`config.mk`:
```
export PLATFORM = sky130hd
export DESIGN_NAME = mpvs_cordic
export DESIGN_NICKNAME = d
export VERILOG_FILES = /design/src/rtl/mpvs_pkg.sv /design/src/rtl/mpvs_cordic.sv
export SDC_FILE = /design/constraint.sdc
export NUM_CORES = 1
export LEC_CHECK = 0
export ABC_AREA = 1
export BUFFER_PORTS_ARGS = -buffer_cell sky130_fd_sc_hd__clkbuf_2
export CAP_MARGIN = 40
export CORE_ASPECT_RATIO = 0.6
export CORE_MARGIN = 4
export CORE_UTILIZATION = 50
export DETAILED_ROUTE_END_ITERATION = 6
export GPL_ROUTABILITY_DRIVEN = 0
export MAX_ROUTING_LAYER = met4
export PLACE_DENSITY = 0.67
export SETUP_SLACK_MARGIN = 0.15
export SYNTH_ARGS = -nofsm -noshare
export SYNTH_HDL_FRONTEND = slang
export SYNTH_SLANG_ARGS = --single-unit
```
`constraint.sdc`:
```
create_clock -name clk -period 5.5 [get_ports clk]
set_clock_uncertainty 0.05 [all_clocks]
set_input_delay 0.825 -clock clk [delete_from_list [all_inputs] [get_ports clk]]
set_output_delay 0.825 -clock clk [all_outputs]
set_load 0.1 [all_outputs]
```
`src/rtl/mpvs_pkg.sv`:
```
// Package: shared types, constants and the arctangent table for the view sector counter.
`default_nettype none
package mpvs_pkg;
	localparam int MAX_POINTS = 1024;
	localparam int ANGLE_BITS = 32;
	localparam int CORDIC_ITERS = 32;
	localparam int ADDR_W = $clog2(MAX_POINTS);
	localparam int CNT_W = 11;
	localparam int COORD_W = 30;
	localparam int CFG_W = 30;
	localparam int CFG_IDX_W = 2;
	localparam logic [CNT_W-1:0] COUNT_SAT = 11'd2047;
	localparam logic [CFG_IDX_W-1:0] REG_VIEW_DEGREES = 2'd0;
	localparam logic [CFG_IDX_W-1:0] REG_VIEWER_X = 2'd1;
	localparam logic [CFG_IDX_W-1:0] REG_VIEWER_Y = 2'd2;

	typedef struct packed {
		logic [COORD_W-1:0] point_x;
		logic [COORD_W-1:0] point_y;
		logic               final_point;
	} in_word_t;

	typedef struct packed {
		logic [CNT_W-1:0] visible_count;
		logic             overflow;
	} out_word_t;

	typedef struct packed {
		logic        start;
		logic [31:0] dx;
		logic [31:0] dy;
	} cordic_req_t;

	function automatic logic [ANGLE_BITS-1:0] atan_entry(input logic [4:0] i);
		logic [31:0] e;
		begin
			case (i)
				5'd0: e = 32'd536870912;  5'd1: e = 32'd316933406;
				5'd2: e = 32'd167458907;  5'd3: e = 32'd85004756;
				5'd4: e = 32'd42667331;   5'd5: e = 32'd21354465;
				5'd6: e = 32'd10679838;   5'd7: e = 32'd5340245;
				5'd8: e = 32'd2670163;    5'd9: e = 32'd1335087;
				5'd10: e = 32'd667544;    5'd11: e = 32'd333772;
				5'd12: e = 32'd166886;    5'd13: e = 32'd83443;
				5'd14: e = 32'd41722;     5'd15: e = 32'd20861;
				5'd16: e = 32'd10430;     5'd17: e = 32'd5215;
				5'd18: e = 32'd2608;      5'd19: e = 32'd1304;
				5'd20: e = 32'd652;       5'd21: e = 32'd326;
				5'd22: e = 32'd163;       5'd23: e = 32'd81;
				5'd24: e = 32'd41;        5'd25: e = 32'd20;
				5'd26: e = 32'd10;        5'd27: e = 32'd5;
				5'd28: e = 32'd3;         5'd29: e = 32'd1;
				5'd30: e = 32'd1;         default: e = 32'd0;
			endcase
			return e;
		end
	endfunction
endpackage
`default_nettype wire

```
`src/rtl/mpvs_cordic.sv`:
```
// Iterative CORDIC vectoring unit: one micro-rotation per cycle, gives a binary-angle bearing.
`default_nettype none
module mpvs_cordic (
	input  wire logic                         clk,
	input  wire logic                         arst_n,
	input  wire mpvs_pkg::cordic_req_t        req,
	output logic                              done,
	output logic [mpvs_pkg::ANGLE_BITS-1:0]   bearing
);
	// x grows by at most ~1.65 * sqrt(2) * 2^30: 34 bits signed suffices, keep margin
	localparam int XW = 36;
	logic signed [XW-1:0] x_q, y_q;
	logic [mpvs_pkg::ANGLE_BITS-1:0] z_q;
	logic [4:0] it_q;
	logic busy_q;
	logic signed [XW-1:0] dxe, dye, xs, ys;

	assign dxe = XW'(signed'(req.dx));
	assign dye = XW'(signed'(req.dy));
	assign xs = x_q >>> it_q;
	assign ys = y_q >>> it_q;
	assign bearing = z_q;

	always_ff @(posedge clk or negedge arst_n) begin
		if (!arst_n) begin
			busy_q <= 1'b0;
			done <= 1'b0;
			it_q <= '0;
		end else begin
			done <= 1'b0;
			if (req.start) begin
				busy_q <= 1'b1;
				it_q <= '0;
			end else if (busy_q) begin
				it_q <= it_q + 5'd1;
				if (it_q == 5'(mpvs_pkg::CORDIC_ITERS - 1)) begin
					busy_q <= 1'b0;
					done <= 1'b1;
				end
			end
		end
	end

	always_ff @(posedge clk) begin
		if (req.start) begin
			if (dxe < 0) begin
				x_q <= -dxe;
				y_q <= -dye;
				z_q <= {1'b1, {(mpvs_pkg::ANGLE_BITS-1){1'b0}}};
			end else begin
				x_q <= dxe;
				y_q <= dye;
				z_q <= '0;
			end
		end else if (busy_q) begin
			if (y_q >= 0) begin
				x_q <= x_q + ys;
				y_q <= y_q - xs;
				z_q <= z_q + mpvs_pkg::atan_entry(it_q);
			end else begin
				x_q <= x_q - ys;
				y_q <= y_q + xs;
				z_q <= z_q - mpvs_pkg::atan_entry(it_q);
			end
		end
	end
endmodule
`default_nettype wire

```
# Yosys cells after proc, flatten, opt, wreduce, memory -nomap -nowiden
# Memories as Yosys holds them, arrays and structs flattened.
# Cells that the tools add are included.
# totals
register_bits	111
romBits	1920
word_cells	49
mem_count	2
# mem_list
name	depth	word_bits	read_ports	rd_clocked_by_memory_dff	write_ports	line	text
(no name shown)	32	30	1	0	0	mpvs_pkg.sv:37	case (i)
(no name shown)	32	30	1	0	0	mpvs_pkg.sv:37	
# op_classes
addsub	9
magnitude_cmp	2
eq_ne	1
n_shift	2
muxes	26
reduce_logical	1
# ops
operator	count
$mux W32	10
$mux W36	8
$add A36 B36 Y36	2
$neg A32 Y36	2
$sshr A36 B5 Y36	2
$sub A36 B36 Y36	2
$ge A36 B1 Y1 const B	1
$add A32 B32 Y32	1
$lt A32 B1 Y1 const B	1
$sub A32 B32 Y32	1
$mux W5	2
$mux W1	6
$add A5 B1 Y5 const B	1
$eq A5 B5 Y1 const B	1
$reduce_bool A2 Y1	1

# Logic depth before layout (Yosys ltp)
# logic_depth
depth_word	8
mapped_depth	38
mapped_depth_nobuf	36

# Worst setup path after synthesis
# No wires, ideal clock.
# synth_timing
path_type	flip-flop to flip-flop
from	register it_q[1]
to	register z_q (netlist bit bearing[26]), data pin
setup_time_ps	253
arrival_time_ps	4172
t_required_ps	5197
path_slack_ps	1025
path_stages_with_launch	31
path_buffers	2
period_less_slack_ps	4475
cell_sequence	dfrtp_1 > inv_2 > buf_4 > buf_2 > ha_1 > inv_1 > nand2_1 > inv_1 > nor2_1 > nand2_1 > nand2_1 > a31oi_1 > ha_1 > nand2_1 > nor2_1 > nand2_1 > o31ai_1 > xnor2_1 > inv_1 > ha_1 > nand2_1 > nor2_1 > inv_1 > o21ai_0 > a21boi_0 > nor2_1 > inv_1 > o21ai_0 > a21oi_1 > nor2_1 > nor2_1
# synth_between
elab_chain_cells	8
word_cells_on_any_way	13
# synth_lines
item	line	text
start, declared	mpvs_cordic.sv:14	logic [4:0] it_q;
start signal, assigned	mpvs_cordic.sv:35	it_q <= it_q + 5'd1;
$mem_v2 Z32 W30	-	
$mux W32	mpvs_cordic.sv:56	if (y_q >= 0) begin
$mux W32	mpvs_cordic.sv:55	end else if (busy_q) begin
$mux W32	mpvs_cordic.sv:45	if (req.start) begin
$sub A32 B32 Y32 or $add A32 B32 Y32 (tied branches)	mpvs_cordic.sv:63, mpvs_cordic.sv:59	
$mux W32 *	mpvs_cordic.sv:56	
$mux W32 *	mpvs_cordic.sv:55	
$mux W32 *	mpvs_cordic.sv:45	
end signal, assigned	mpvs_cordic.sv:49	z_q <= {1'b1, {(mpvs_pkg::ANGLE_BITS-1){1'b0}}};
end signal, assigned	mpvs_cordic.sv:59	z_q <= z_q + mpvs_pkg::atan_entry(it_q);
end signal, assigned	mpvs_cordic.sv:63	z_q <= z_q - mpvs_pkg::atan_entry(it_q);
end, declared	mpvs_cordic.sv:13	logic [mpvs_pkg::ANGLE_BITS-1:0] z_q;
# Every way passes the cells marked *; elsewhere a longest branch is shown, timed or not. The select of a mux whose other input is x is not followed.
# A chain may end at the register's enable or synchronous reset.

# Final worst setup path
# layout_timing
from	register it_q[2]
to	register x_q[31], data pin
# layout_between
elab_chain_cells	5
word_cells_on_any_way	6
# layout_lines
item	line	text
$sshr A36 B5 Y36 *	mpvs_cordic.sv:21	assign ys = y_q >>> it_q;
$sub A36 B36 Y36 or $add A36 B36 Y36 (tied branches)	mpvs_cordic.sv:61, mpvs_cordic.sv:57	
$mux W36 *	mpvs_cordic.sv:56	
$mux W36 *	mpvs_cordic.sv:55	
$mux W36 *	mpvs_cordic.sv:45	
end signal, assigned	mpvs_cordic.sv:47	x_q <= -dxe;
end signal, assigned	mpvs_cordic.sv:57	x_q <= x_q + ys;
end signal, assigned	mpvs_cordic.sv:61	x_q <= x_q - ys;
end, declared	mpvs_cordic.sv:12	logic signed [XW-1:0] x_q, y_q;
# Marked as above.

==> metrics.cfg <==
[timing]
clock.fmax_mhz=196.5
rsz0062_at_grt=yes
fin_crit_sh=0.9251
whs_ns=0.2197
worst_pin_slew_ns=0.7050
drv_slew=0
slew-limit-headroom=0.5289
tns_ns=0
setup_violations=0
post-route-min-period_ns=5.088
hold_viol=0

[worst_setup_path]
crit_path_end_kind=register
critPathMaxFanout=51
path_common_cell=nand2_1
cpMaxStageDelayCell=dfrtp_2
start_kind=register
worstPathRequired_ns=5.61
worstSetupPathType=register to register
cp_top_family=simple AND/OR/NAND/NOR gates
reg2regPathDepth=31
cpPeakStageDelay_ns=0.47
path_buf_inv=6
reg2reg_from=it_q[2]
reg2reg_to=x_q[31]
reg2reg_slack_ns=0.41
arrival_ns=5.20

[synth]
ys_warn_count=0
yosysTopAreaCell=nand2_1
synth_edf_count=104
yosysSeqAreaShare=0.1750
avgSynthCellArea_sq_um=5.877
ys_ff_latch=111
ys.flop_type=edfxtp_1
netlist_area_sq_um=18840
synth_area_leaders=nand2_1 19%, edfxtp_1 17%, nand3_1 11%, ha_1 7.6%, inv_1 6.1%
synthCells=3206
yosysTopAreaCellShare=0.1940
syn_nets=3391
async_reset_ff_frac=0.06306
yosysUniqueCellTypes=64

[routing]
dr_wl_met3_microns=8908
vias=22410
wl_met1_microns=32420
drcViolationCount=1
via_per_inst=5.965
wirelength_microns=69460
drtAntennaViolNets=0
drt-initial-drc-count=3175
highest_layer=met4
met2_wirelength_microns=26810
wl_per_cell_microns=18.49
drt_first_pass_iters=7

[placed_design]
post_dp_cell_area_sq_um=19790
dp_hpwl_microns=55580
io_buffers=99

[layout]
seq_area_sq_um=3304
multi_input_area_sq_um=13750
antennaDiodeCount=0
area.growth.synth_to_final_pct=7.716
drive_gt1_frac=0.09653
finalInstanceArea_sq_um=20300
nets=3433
fin_util=0.5522
nFillCells=3773

[clock_network]
clkTransAtPathRegs_ns=0.09
cts_buffers=9
cts_root_buffer=clkbuf_16
cts_num_sinks=111
htree_levels=3
cts_buffer_depth=2
cts_tree=yes
clk_latency_ns=0.40

[worst_hold_path]
hold_class=input port to async pin

[global_route]
grt_first_pass_wirelength_microns=107900
grt_max_degree=80
grt.overflow.total=0
gr-usage-all-layers=0.3373
grt_pass1_vias=20070
antenna_found_initial=0

[status]
status=finished with violations
violations=design-rule violations

[floorplanning]
pin_count=100
row_count=54
coreArea_sq_um=36760
initial_core_util=0.5127
die_h_microns=158.4
dieArea_sq_um=40960
die_width_microns=258.6

[job]
drv_cap=0

## final cells by class
type,count,area share
Clock inverter,7,0.003822
Multi-Input combinational cell,2636,0.6774
Clock buffer,9,0.01110
Inverter,337,0.06294
Tap cell,504,0.03107
Timing Repair Buffer,153,0.05092
Sequential cell,111,0.1628
## synthesized netlist by cell type (4+ instances only)
cell and n:
o221ai_1 9, buf_1 19, clkbuf_1 44, o21bai_1 9, dfrtp_1 7, o21ai_1 18
a21boi_0 6, xnor2_1 30, a31oi_1 20, a21o_1 13, nand3b_1 8, nand4_1 21
o21ai_0 205, nand2_2 18, nand3_2 4, a21oi_2 6, o211ai_1 26, nor2_4 4
inv_2 28, nand3_1 429, nor2_2 20, buf_2 35, edfxtp_1 104, xor2_1 68
a21oi_1 212, nor2_1 284, xor2_2 5, nor4_1 11, o22ai_1 18, ha_1 115
nor3_2 6, nand2_1 974, buf_6 15, inv_1 306, o21a_1 14, buf_4 9
o31ai_1 6, nor3_1 33
## cell usage in the layout, fill, tap and decap left out, drive strengths merged, types with 14 or more instances in the layout
master,synthesis,routed
clkbuf,44,109
nor3,40,40
edfxtp,104,104
nand4,23,23
buf,78,53
o21a,14,14
nand2,993,993
xor2,73,73
a31oi,20,20
o22ai,18,18
o21ai,226,226
xnor2,30,30
o211ai,27,27
inv,335,336
nand3,433,433
ha,115,115
a21oi,220,220
nor2,308,308
## repair_timing
action,CTS,global route
setup buffers,0,1
cloned,0,2
hold buffers,0,0
pin swaps,0,4
resized for setup,1,45
endpoints found under the setup margin,1,36
## through the flow
step / worst slack [ns] / std cells
after floorplan: 1.025 / 3206
after global placement: 0.2733 / 3737
after detailed placement: 0.1587 / 3738
after CTS: 0.1549 / 3754
after global routing: 0.1363 / 3757
final: 0.4118 / 3757
## flip-flops by register name (all words and copies together) (netlist names)
signal	flops
done	1
bearing	32
x_q	36
busy_q	1
y_q	36
it_q	5
## kinds of logic after synthesis
group                      after synthesis  synth area share
adders and majority gates              118           0.07955
xor gates and xnor gates               103           0.04987
DFF                                    111            0.1750
AOI/OAI and AO/OA                      588            0.1788
and+or+nand+nor                       1827            0.4149
buffers and inverters                  459            0.1018
## per-layer routing
layer  track usage  vias to the layer above
li1              -                    10840
met1        0.5021                    10210
met2        0.4620                     1271
met3       0.08139                       97
met4       0.06444                        0
met5             -                        -
## worst max path at each step
stage,startpoint,endpoint,slack (ns),cells after the start
floorplan,it_q[1],bearing[26],1.02,30
global placement,it_q[1],x_q[35],0.27,31
detailed placement,it_q[1],x_q[35],0.16,31
CTS,it_q[1],x_q[31],0.15,32
global route,it_q[0],x_q[35],0.14,32
finish,it_q[2],x_q[31],0.41,31
Power is left out: the tool's default activity adds up to more than one toggle a clock period on the data nets, which glitch-free logic cannot reach.
